## src/rtl/core/assert_macros.svh

```systemverilog
// Assertion macros shared by the RTL files.
`ifndef ASSERT_MACROS_SVH
`define ASSERT_MACROS_SVH

`ifndef SYNTHESIS

// Clocked property, disabled while reset is active.
`define ASSERT_CLK(label, clk, rst_n, prop, msg) \
    label: assert property (@(posedge clk) disable iff (!(rst_n)) (prop)) \
        else $error(msg);

// Clocked property, checked during reset as well.
`define ASSERT_CLK_ALWAYS(label, clk, prop, msg) \
    label: assert property (@(posedge clk) (prop)) \
        else $error(msg);

`else

`define ASSERT_CLK(label, clk, rst_n, prop, msg)
`define ASSERT_CLK_ALWAYS(label, clk, prop, msg)

`endif

`endif

```

## src/rtl/core/tfd_pkg.sv

```systemverilog
package tfd_pkg;

    localparam int SLOT_COUNT  = 16;
    localparam int STATUS_BITS = 32;

    localparam int SLOT_W   = $clog2(SLOT_COUNT);
    localparam int CNT_W    = $clog2(SLOT_COUNT + 1);
    localparam int MODE_W   = 3;
    localparam int HANDLE_W = 8;
    localparam int VALUE_W  = 32;
    localparam int CODE_W   = 2;

    localparam logic [MODE_W-1:0] MODE_REGISTER = 3'd0;
    localparam logic [MODE_W-1:0] MODE_SET      = 3'd1;
    localparam logic [MODE_W-1:0] MODE_OR       = 3'd2;
    localparam logic [MODE_W-1:0] MODE_DISPATCH = 3'd3;
    localparam logic [MODE_W-1:0] MODE_QUERY    = 3'd4;

    localparam logic [CODE_W-1:0] CODE_OK        = 2'd0;
    localparam logic [CODE_W-1:0] CODE_NOT_FOUND = 2'd1;
    localparam logic [CODE_W-1:0] CODE_FULL      = 2'd2;
    localparam logic [CODE_W-1:0] CODE_NONE      = 2'd3;

    // Controller to datapath
    typedef struct packed {
        logic capture;
        logic advance;
        logic commit;
    } t_dp_cmd;

    // Datapath to controller
    typedef struct packed {
        logic done;
    } t_dp_stat;

endpackage

```

## src/rtl/core/tfd_ctrl.sv

```systemverilog
`include "assert_macros.svh"

module tfd_ctrl (
    input  logic               i_clk,
    input  logic               i_rst_n,
    input  logic               i_in_valid,
    output logic               o_in_ready,
    output logic               o_out_valid,
    input  logic               i_out_ready,
    output tfd_pkg::t_dp_cmd   o_cmd,
    input  tfd_pkg::t_dp_stat  i_stat
);

    typedef enum logic [1:0] {
        S_IDLE = 2'b01,
        S_SCAN = 2'b10
    } t_state;

    t_state r_state, n_state;
    logic   r_out_valid, n_out_valid;
    logic   w_out_free;

    assign w_out_free  = !r_out_valid || i_out_ready;
    assign o_in_ready  = (r_state == S_IDLE);
    assign o_out_valid = r_out_valid;

    always_comb begin
        n_state       = r_state;
        n_out_valid   = r_out_valid && !i_out_ready;
        o_cmd.capture = 1'b0;
        o_cmd.advance = 1'b0;
        o_cmd.commit  = 1'b0;
        case (r_state)
            S_IDLE: begin
                if (i_in_valid) begin
                    o_cmd.capture = 1'b1;
                    n_state       = S_SCAN;
                end
            end
            S_SCAN: begin
                if (!i_stat.done) begin
                    o_cmd.advance = 1'b1;
                end else if (w_out_free) begin
                    // hold the decision until the output register frees up
                    o_cmd.commit = 1'b1;
                    n_out_valid  = 1'b1;
                    n_state      = S_IDLE;
                end
            end
            default: begin
                n_state = S_IDLE;
            end
        endcase
    end

    always_ff @(posedge i_clk) begin
        if (!i_rst_n) begin
            r_state     <= S_IDLE;
            r_out_valid <= 1'b0;
        end else begin
            r_state     <= n_state;
            r_out_valid <= n_out_valid;
        end
    end

    `ASSERT_CLK(a_accept_starts_scan, i_clk, i_rst_n,
        (i_in_valid && o_in_ready) |=> (r_state == S_SCAN), "accept did not start a scan")
    `ASSERT_CLK(a_commit_fills_out, i_clk, i_rst_n,
        o_cmd.commit |=> r_out_valid, "commit did not present a result")
    `ASSERT_CLK(a_scan_holds, i_clk, i_rst_n,
        (r_state == S_SCAN && !i_stat.done) |=> (r_state == S_SCAN), "scan left early")

endmodule

```

## src/rtl/core/tfd_datapath.sv

```systemverilog
`include "assert_macros.svh"

module tfd_datapath (
    input  logic                                i_clk,
    input  logic                                i_rst_n,
    input  tfd_pkg::t_dp_cmd                    i_cmd,
    output tfd_pkg::t_dp_stat                   o_stat,
    input  logic [tfd_pkg::MODE_W-1:0]          i_mode,
    input  logic [tfd_pkg::HANDLE_W-1:0]        i_task_handle,
    input  logic [tfd_pkg::VALUE_W-1:0]         i_status_value,
    output logic [tfd_pkg::CODE_W-1:0]          o_result_code,
    output logic [tfd_pkg::HANDLE_W-1:0]        o_served_handle,
    output logic [tfd_pkg::VALUE_W-1:0]         o_served_status
);

    // Slot table
    logic [tfd_pkg::HANDLE_W-1:0]    r_slot_handle [tfd_pkg::SLOT_COUNT];
    logic [tfd_pkg::STATUS_BITS-1:0] r_slot_status [tfd_pkg::SLOT_COUNT];

    logic [tfd_pkg::CNT_W-1:0]       r_used, n_used;
    logic [tfd_pkg::SLOT_W-1:0]      r_resume, n_resume;
    logic                            r_restart, n_restart;

    // Captured transaction and scan index
    logic [tfd_pkg::MODE_W-1:0]      r_mode;
    logic [tfd_pkg::HANDLE_W-1:0]    r_handle;
    logic [tfd_pkg::STATUS_BITS-1:0] r_value;
    logic [tfd_pkg::CNT_W-1:0]       r_idx;

    logic [tfd_pkg::CODE_W-1:0]      r_code, n_code;
    logic [tfd_pkg::HANDLE_W-1:0]    r_sh, n_sh;
    logic [tfd_pkg::VALUE_W-1:0]     r_ss, n_ss;

    logic [tfd_pkg::SLOT_W-1:0]      w_addr;
    logic [tfd_pkg::HANDLE_W-1:0]    w_rd_handle;
    logic [tfd_pkg::STATUS_BITS-1:0] w_rd_status;
    logic [tfd_pkg::CNT_W-1:0]       w_idx_next;
    logic                            w_end, w_hit, w_done;
    logic                            w_wr_reg, w_wr_status;
    logic [tfd_pkg::STATUS_BITS-1:0] w_new_status;

    assign w_addr      = r_idx[tfd_pkg::SLOT_W-1:0];
    assign w_rd_handle = r_slot_handle[w_addr];
    assign w_rd_status = r_slot_status[w_addr];
    assign w_end       = (r_idx >= r_used);
    assign w_idx_next  = tfd_pkg::CNT_W'(r_idx + 1'b1);

    always_comb begin
        case (r_mode)
            tfd_pkg::MODE_SET, tfd_pkg::MODE_OR, tfd_pkg::MODE_QUERY: begin
                w_hit  = !w_end && (w_rd_handle == r_handle);
                w_done = w_end || w_hit;
            end
            tfd_pkg::MODE_DISPATCH: begin
                w_hit  = !w_end && (w_rd_status != '0);
                w_done = w_end || w_hit;
            end
            default: begin
                w_hit  = 1'b0;
                w_done = 1'b1;
            end
        endcase
    end

    assign o_stat.done = w_done;

    // Outcome of the transaction at the scan position
    always_comb begin
        n_used       = r_used;
        n_resume     = r_resume;
        n_restart    = r_restart;
        n_code       = tfd_pkg::CODE_OK;
        n_sh         = '0;
        n_ss         = '0;
        w_wr_reg     = 1'b0;
        w_wr_status  = 1'b0;
        w_new_status = r_value;
        case (r_mode)
            tfd_pkg::MODE_REGISTER: begin
                if (r_handle == '0) begin
                    n_code = tfd_pkg::CODE_NOT_FOUND;
                end else if (r_used >= tfd_pkg::CNT_W'(tfd_pkg::SLOT_COUNT)) begin
                    n_code = tfd_pkg::CODE_FULL;
                end else begin
                    w_wr_reg = 1'b1;
                    n_used   = tfd_pkg::CNT_W'(r_used + 1'b1);
                end
            end
            tfd_pkg::MODE_SET, tfd_pkg::MODE_OR: begin
                if (w_hit) begin
                    w_wr_status  = 1'b1;
                    w_new_status = (r_mode == tfd_pkg::MODE_OR) ? (w_rd_status | r_value)
                                                                : r_value;
                    n_restart    = 1'b1;
                end else begin
                    n_code = tfd_pkg::CODE_NOT_FOUND;
                end
            end
            tfd_pkg::MODE_DISPATCH: begin
                if (w_hit) begin
                    n_sh         = w_rd_handle;
                    n_ss         = tfd_pkg::VALUE_W'(w_rd_status);
                    w_wr_status  = 1'b1;
                    w_new_status = '0;
                    n_resume     = (w_idx_next >= r_used) ? '0
                                                          : tfd_pkg::SLOT_W'(w_idx_next);
                end else begin
                    n_code   = tfd_pkg::CODE_NONE;
                    n_resume = '0;
                end
            end
            tfd_pkg::MODE_QUERY: begin
                if (w_hit) begin
                    n_sh = w_rd_handle;
                    n_ss = tfd_pkg::VALUE_W'(w_rd_status);
                end else begin
                    n_code = tfd_pkg::CODE_NOT_FOUND;
                end
            end
            default: begin
                n_code = tfd_pkg::CODE_NOT_FOUND;
            end
        endcase
    end

    // Table writes; entries at or above the fill count are never read
    always_ff @(posedge i_clk) begin
        if (i_cmd.commit && w_wr_reg) begin
            r_slot_handle[r_used[tfd_pkg::SLOT_W-1:0]] <= r_handle;
            r_slot_status[r_used[tfd_pkg::SLOT_W-1:0]] <= r_value;
        end else if (i_cmd.commit && w_wr_status) begin
            r_slot_status[w_addr] <= w_new_status;
        end
    end

    // Transaction capture, scan index and result payload
    always_ff @(posedge i_clk) begin
        if (i_cmd.capture) begin
            r_mode   <= i_mode;
            r_handle <= i_task_handle;
            r_value  <= tfd_pkg::STATUS_BITS'(i_status_value);
            r_idx    <= (i_mode == tfd_pkg::MODE_DISPATCH && !r_restart)
                        ? tfd_pkg::CNT_W'(r_resume) : '0;
        end else if (i_cmd.advance) begin
            r_idx <= w_idx_next;
        end
        if (i_cmd.commit) begin
            r_code <= n_code;
            r_sh   <= n_sh;
            r_ss   <= n_ss;
        end
    end

    always_ff @(posedge i_clk) begin
        if (!i_rst_n) begin
            r_used    <= '0;
            r_resume  <= '0;
            r_restart <= 1'b0;
        end else if (i_cmd.commit) begin
            r_used    <= n_used;
            r_resume  <= n_resume;
            r_restart <= n_restart;
        end
    end

    assign o_result_code   = r_code;
    assign o_served_handle = r_sh;
    assign o_served_status = r_ss;

    `ASSERT_CLK(a_used_bound, i_clk, i_rst_n,
        r_used <= tfd_pkg::CNT_W'(tfd_pkg::SLOT_COUNT), "fill count past table size")
    `ASSERT_CLK(a_resume_bound, i_clk, i_rst_n,
        (r_resume == '0) || (tfd_pkg::CNT_W'(r_resume) < r_used), "resume slot past fill count")
    `ASSERT_CLK(a_advance_step, i_clk, i_rst_n,
        i_cmd.advance |=> (r_idx == tfd_pkg::CNT_W'($past(r_idx) + 1'b1)), "scan index skipped")

endmodule

```

## src/rtl/core/task_flag_dispatcher.sv

```systemverilog
// Flow: an accepted transaction is captured, then its slot scan runs, then the table update
//   and the result are committed together; register and unknown modes scan no slots.
// Handshake: one transaction at a time, as a new one is taken only when idle; the slot scan
//   examines one table slot per cycle, and a result held by the receiver stalls the commit.
// Reset: synchronous, active low; clears fill count, resume slot, restart flag and
//   handshake state at once. Table contents are not cleared and are never read unfilled.
module task_flag_dispatcher (
    input  logic                            i_clk,
    input  logic                            i_rst_n,

    // Input channel
    input  logic                            i_in_valid,
    output logic                            o_in_ready,
    input  logic [tfd_pkg::MODE_W-1:0]      i_mode,
    input  logic [tfd_pkg::HANDLE_W-1:0]    i_task_handle,
    input  logic [tfd_pkg::VALUE_W-1:0]     i_status_value,

    // Result channel
    output logic                            o_out_valid,
    input  logic                            i_out_ready,
    output logic [tfd_pkg::CODE_W-1:0]      o_result_code,
    output logic [tfd_pkg::HANDLE_W-1:0]    o_served_handle,
    output logic [tfd_pkg::VALUE_W-1:0]     o_served_status
);

    // The controller accepts a transaction only when idle, then walks the
    // datapath through the slot scan one slot per cycle. Once the datapath
    // reports the scan finished, commit the table update and the result in
    // the same cycle, but only when the output register is empty or being
    // drained; otherwise hold the scan position until it frees up.
    tfd_pkg::t_dp_cmd  w_cmd;
    tfd_pkg::t_dp_stat w_stat;

    tfd_ctrl u_ctrl (
        .i_clk       (i_clk),
        .i_rst_n     (i_rst_n),
        .i_in_valid  (i_in_valid),
        .o_in_ready  (o_in_ready),
        .o_out_valid (o_out_valid),
        .i_out_ready (i_out_ready),
        .o_cmd       (w_cmd),
        .i_stat      (w_stat)
    );

    // Datapath: slot table, fill count, resume slot, restart flag, the
    // captured transaction and the result register that feeds the ports.
    tfd_datapath u_datapath (
        .i_clk           (i_clk),
        .i_rst_n         (i_rst_n),
        .i_cmd           (w_cmd),
        .o_stat          (w_stat),
        .i_mode          (i_mode),
        .i_task_handle   (i_task_handle),
        .i_status_value  (i_status_value),
        .o_result_code   (o_result_code),
        .o_served_handle (o_served_handle),
        .o_served_status (o_served_status)
    );

endmodule

```

## config.mk

```make
export PLATFORM = sky130hd
export DESIGN_NAME = task_flag_dispatcher
export DESIGN_NICKNAME = d
export VERILOG_FILES = /design/src/rtl/core/tfd_pkg.sv /design/src/rtl/core/tfd_ctrl.sv /design/src/rtl/core/tfd_datapath.sv /design/src/rtl/core/task_flag_dispatcher.sv
export VERILOG_INCLUDE_DIRS = /design/src /design/src/rtl/core
export SDC_FILE = /design/constraint.sdc
export NUM_CORES = 1
export LEC_CHECK = 0
export BUFFER_PORTS_ARGS = -buffer_cell sky130_fd_sc_hd__buf_2
export CAP_MARGIN = 20
export CORE_MARGIN = 1.5
export CORE_UTILIZATION = 60
export CTS_BUF_LIST = sky130_fd_sc_hd__clkbuf_8
export DETAILED_ROUTE_END_ITERATION = 12
export PLACE_DENSITY_LB_ADDON = 0.12
export SETUP_SLACK_MARGIN = 0.1
export SLEW_MARGIN = 20
export SYNTH_ARGS = -nofsm -noshare
export SYNTH_HDL_FRONTEND = slang
export SYNTH_SLANG_ARGS = --single-unit
export TNS_END_PERCENT = 50
```

## constraint.sdc

```tcl
create_clock -name i_clk -period 20.6 [get_ports i_clk]
set_clock_uncertainty 0.2 [all_clocks]
set_input_delay 2.06 -clock i_clk [delete_from_list [all_inputs] [get_ports i_clk]]
set_output_delay 2.06 -clock i_clk [all_outputs]
set_load 0.1 [all_outputs]
```

== Word-level counts from Yosys, hierarchy flattened ==
Memory sizes are Yosys's and may differ from the RTL's. A register that Yosys moved wholly into a read port is not among the register bits.
Cells that the tools add are included.

* Flip-flop bits (word level): 103
* Latch bits: 0
* RAM bits: 640
* Memory bits (read-only): 0
* Logic and storage cells: 104
* Memories kept: 2

* Add/subtract/negate cells: 2
* $mul: 0
* Divide/modulo/power cells: 0
* Order comparisons: 3
* Eq/ne operators: 11
* Shifts and indexed selects: 0
* Multiplexer cells: 44
* Bitwise logic cells: 3
* Reductions and logical operators: 27

{| class="wikitable"
|+ Memory list
! memory !! words !! bits a word !! read ports !! clocked after Yosys merged registers in !! write ports !! line !! source
|-
| u_datapath.r_slot_status || 16 || 32 || 1 || 1 || 1 || tfd_datapath.sv:18 || <nowiki>logic [tfd_pkg::STATUS_BITS-1:0] r_slot_status [tfd_pkg::SLOT_COUNT];</nowiki>
|-
| u_datapath.r_slot_handle || 16 || 8 || 1 || 1 || 1 || tfd_datapath.sv:17 || <nowiki>logic [tfd_pkg::HANDLE_W-1:0] r_slot_handle [tfd_pkg::SLOT_COUNT];</nowiki>
|}

{| class="wikitable"
|+ Operator list
! cell !! number
|-
| two-way mux 32 bit || 4
|-
| one-hot mux 32 bit (2 select lines) || 1
|-
| OR 32 bit || 1
|-
| nonzero test 32 bit || 1
|-
| OR reduction 32 bit || 1
|-
| two-way mux 4 bit || 6
|-
| two-way mux 1 bit || 20
|-
| two-way mux 2 bit || 7
|-
| adder 5 x 1 -> 5 bit (second input constant) || 2
|-
| >= comparator 5 bit || 2
|-
| two-way mux 5 bit || 2
|-
| == test 3 x 2 -> 1 bit (second input constant) || 3
|-
| == test 8 bit || 1
|-
| logical NOT 8 bit || 1
|-
| logical AND 1 bit || 6
|-
| one-hot mux 2 bit (3 select lines) || 1
|-
| AND reduction 3 bit || 2
|-
| OR reduction 3 bit || 2
|-
| >= comparator 5 bit (second input constant) || 1
|-
| logical NOT 1 bit || 4
|-
| inequality test 2 x 1 -> 1 bit (second input constant) || 2
|-
| one-hot mux 1 bit (2 select lines) || 2
|-
| one-hot mux 2 bit (2 select lines) || 1
|-
| AND reduction 2 bit || 2
|-
| other kinds (11) || 15
|}

== Depth between registers and ports, before layout ==
* Depth after elaboration: 13
* Gate-level depth with buffers: 14
* Mapped depth without buffers: 10

== Hierarchy ==
From an unflattened synthesis, not the netlist that was laid out.

* Cell total of the unflattened synthesis: 1,425
* Area total of the unflattened synthesis: 29,520.8 µm²

{| class="wikitable"
|+ By module, submodules not included
! module !! times used !! cells an instance !! area an instance (µm²) !! seq. area each (µm²)
|-
| tfd_datapath || 1 || 1,411 || 29,383.2 || 22,201.3
|-
| tfd_ctrl || 1 || 14 || 137.6 || 60.1
|}

== Worst setup path before layout ==
No wires, ideal clock.

* Path kind: input to register
* From: input i_out_ready
* To: memory u_datapath.r_slot_status[0][0] (netlist bit), enable pin
* Library setup time: 0.511 ns
* Arrival time: 6.451 ns
* Setup slack: 13.438 ns
* Stages: 8
* Buffers on the path: 1
* Cells stage by stage: nand2b_1 > nand2_1 > nor3_1 > o21ai_0 > nor4_2 > o21ba_1 > buf_6 > o41ai_1

* Cells in the longest elaborated chain, start to end: 10
* Elaborated cells on any way between the ends: 14
* Those cells by class: mux: 10; reduce/logical: 4

{| class="wikitable"
|+ Ends and longest elaborated chain
! item !! line !! source
|-
| start, declared || task_flag_dispatcher.sv:20 || <nowiki>input logic i_out_ready,</nowiki>
|-
| logical OR 1 bit (*) || tfd_ctrl.sv:23 || <nowiki>assign w_out_free = !r_out_valid || i_out_ready;</nowiki>
|-
| two-way mux 1 bit (*) || tfd_ctrl.sv:43 || <nowiki>end else if (w_out_free) begin</nowiki>
|-
| two-way mux 1 bit (*) || tfd_ctrl.sv:41 || <nowiki>if (!i_stat.done) begin</nowiki>
|-
| two-way mux 2 bit (*) || tfd_ctrl.sv:33 || <nowiki>case (r_state)</nowiki>
|-
| logical AND 1 bit || tfd_datapath.sv:131 || <nowiki>end else if (i_cmd.commit && w_wr_status) begin</nowiki>
|-
| two-way mux 1 bit || tfd_datapath.sv:131 ||
|-
| two-way mux 1 bit || tfd_datapath.sv:128 || <nowiki>if (i_cmd.commit && w_wr_reg) begin</nowiki>
|-
| two-way mux 1 bit (not written as such) || tfd_datapath.sv:132 || <nowiki>r_slot_status[w_addr] <= w_new_status;</nowiki>
|-
| OR reduction 32 bit (no source line) || -- ||
|-
| two-way mux 4 bit (no source line) or two-way mux 1 bit (tied branches) || -- ||
|-
| end, declared || tfd_datapath.sv:18 ||
|}

Mark *: on every way between the ends. The rest lies on a longest branch, timed or not.

==> flow_metrics.tcl <==
set metrics [dict create \
    cts_sinks 747 \
    postLayoutCellArea_um2 32900 \
    numCtsBuffers 115 \
    final_common_cell "edfxtp_1" \
    post_cts_resized 0 \
    synthSimpleGateAreaFrac 0.0360 \
    status "completed" \
    avgRoutedWirePerCell_um 29.3 \
    cp.required_ns 20.82 \
    drive_above_1_share 0.272 \
    hp-class "reg2reg" \
    die_w_um 225 \
    rr_worst_depth 10 \
    cp-end-kind "flop" \
    ant_nets 0 \
    dp_cells 2173 \
    drt_iter0_drc 1731 \
    portBuffers 90 \
    htreeDepth 3 \
    place_hpwl_um 37100 \
    timing.final.hold_violations 0 \
    hold_ws_ns 0.272 \
    worstPathMaxFanout 43 \
    syn_nets 1525 \
    powerDensity_nw_per_um2 99.5 \
    fp.dieArea_um2 50700 \
    path_class "reg2reg" \
    clock.fmax_mhz 158 \
    p_leak_nw 10.6 \
    finalNetCount 1688 \
    grt-ovfl-total 0 \
    cap_violations 0 \
    synthesis.area_um2 29600 \
    final_cells 2371 \
    synth_area_leaders "edfxtp_1, mux4_2, a22oi_1, dfxtp_1, nand2_1" \
    clock_path_buffers 3 \
    rows 81 \
    yosysTopAreaCell "edfxtp_1" \
    synth_top_family_by_area "multiplexers" \
    cts-root-buf "clkbuf_8" \
    min_path_cells 2 \
    placed_area_um2 30800 \
    vias 15500 \
    grt_max_degree 113 \
    cts_tree "built" \
    cts_setup_buffers 0 \
    period_minus_slack_ns 6.31 \
    place_congestion 0.810 \
    synth_compound_area_frac 0.0495 \
    arrival_ns 6.54 \
    routed_via_density 6.53 \
    slew-limit-headroom 0.246 \
    layout_common_cells "edfxtp_1, mux4_2, clkbuf_8" \
    ys_async_sr_fraction 0 \
    yosysTopAreaCellShare 0.741 \
    synthDistinctLibCells 65 \
    first_pass_iters 5 \
    min_period_over_period 0.306 \
    syn_inst 1463 \
    syn2layout_area_growth_pct 11.1 \
    yosysSeqAreaShare 0.752 \
    grt_pass1_wl_um 101000 \
    ys_ff_latch 747 \
    core_um2 48800 \
    path_clk_slew_ns 0.06 \
    grt.total_usage 0.283 \
    n_fill_cell 3285 \
    synthMuxAreaShare 0.132 \
    yosysWarningCount 0 \
    hold_buffers 0 \
    ys.flop_type "edfxtp_1" \
    timing.final.max_slew_violations 0 \
    finalPower_mw 3.27 \
    clk_latency_ns 0.72 \
    start_util 0.606 \
    synth_adder_area_share 0.00634 \
    antenna_found_initial 4 \
    drt-total-wl_um 69500 \
    grt_pass1_vias 15600 \
    rsz0062_at_grt "no" \
    peakVddDrop_v 0.0000600 \
    setup-violations-final 0 \
    tightest_slew_ns 1.12 \
    synth-xor-area-share 0.00503 \
    die_y_um 225 \
    io_pins 91 \
    drc 0 \
    critPathLaunchType "flop" \
    setup_tns_ns 0 \
    avgSynthCellArea_um2 20.2 \
    synth_enable_flop_cells 730 \
]
final timing paths:
path,start,end,slack [ns]
worst max register to register,flop,u_datapath.r_slot_status[4][3],14.29
worst max-delay path,flop,u_datapath.r_slot_status[4][3],14.29
worst min-delay path,u_datapath.r_resume[0],u_datapath.r_resume[0],0.27
worst min register to register,u_datapath.r_resume[0],u_datapath.r_resume[0],0.27
area by class of cell:
class | count | area (um^2) | share of cell area
inverters | 16 | 60.1 | 0.00183
clock buffers | 118 | 1620 | 0.0494
diodes | 1 | 2.50 | 0.0000762
multi-input cells | 625 | 6990 | 0.213
clock inverters | 79 | 380 | 0.0116
well taps | 664 | 831 | 0.0253
repair buffers | 121 | 696 | 0.0212
flip-flops and latches | 747 | 22300 | 0.678
where the power goes:
part / switching, mW / internal [mW]
registers: 0.0455 / 1.69
clock network: 0.547 / 0.550
logic: 0.253 / 0.180
Yosys cell counts, types with 3 or more instances:
cell type,instances
edfxtp_1,730
mux4_2,146
nand2_1,70
a22oi_1,58
a21oi_1,40
buf_2,33
nor2_1,32
mux2i_1,23
a22o_1,21
and2_1,19
clkbuf_1,17
dfxtp_1,17
inv_1,16
nor2b_1,16
ha_1,15
mux2_2,15
nor4_1,15
a22o_2,14
buf_6,13
nand2b_1,13
o21ai_0,13
nand3_1,11
xnor2_1,10
mux4_1,8
nor3_1,7
xor2_1,7
o41ai_1,6
o22ai_1,5
o31ai_1,5
and3_1,4
buf_1,4
buf_12,4
buf_4,4
o31ai_2,4
o32ai_1,4
a211oi_1,3
nand4_1,3
or3_1,3
cells by family (layout without fill, tap and decap cells):
kind of cell | after synthesis | after routing
AOI/OAI and AO/OA | 193 | 193
xor gates and xnor gates | 17 | 17
adders and majority gates | 15 | 15
buffers and inverters | 91 | 334
DFF | 747 | 747
muxes | 192 | 192
other | 0 | 1
and+or+nand+nor | 208 | 208
flip-flops by register name, indices dropped and copies added, names as in the netlist, named ones only:
signal and flops:
u_datapath.r_idx 5, u_datapath.r_slot_status 512, u_datapath.r_resume 4, u_datapath.r_slot_handle 128, u_datapath.r_handle 8, u_ctrl.r_state 2, u_datapath.r_used 5, u_datapath.r_mode 3
u_datapath.o_served_status 32, u_datapath.o_served_handle 8, u_ctrl.o_out_valid 1, u_datapath.o_result_code 2, u_datapath.r_value 32, u_datapath.r_restart 1
per-stage QoR:
stage               worst slack (ns)   util
floorplan                      13.44      -
global placement               14.50  0.632
detailed placement             14.43  0.632
CTS                            14.39  0.673
global route                   14.03  0.673
finish                         14.29  0.673
critical path, cell delays in order (launching register included):
cell     delay [ns]
dfxtp_4        0.88
buf_4          0.70
mux4_2         0.59
a22oi_1        0.25
nand2_1        0.14
nor4_1         0.92
nand4_1        0.47
o21ai_4        0.44
or2_2          0.17
buf_4          0.55
a22o_1         0.58
per-layer routing:
| layer | global-route usage | share of wire |
|---|---|---|
| met4 | 0.0849 | 0.027 |
| met2 | 0.436 | 0.48 |
| met5 | 0 | 0.00030 |
| met1 | 0.408 | 0.40 |
| met3 | 0.0683 | 0.098 |
Note: power is estimated with default switching activity, not from simulation.
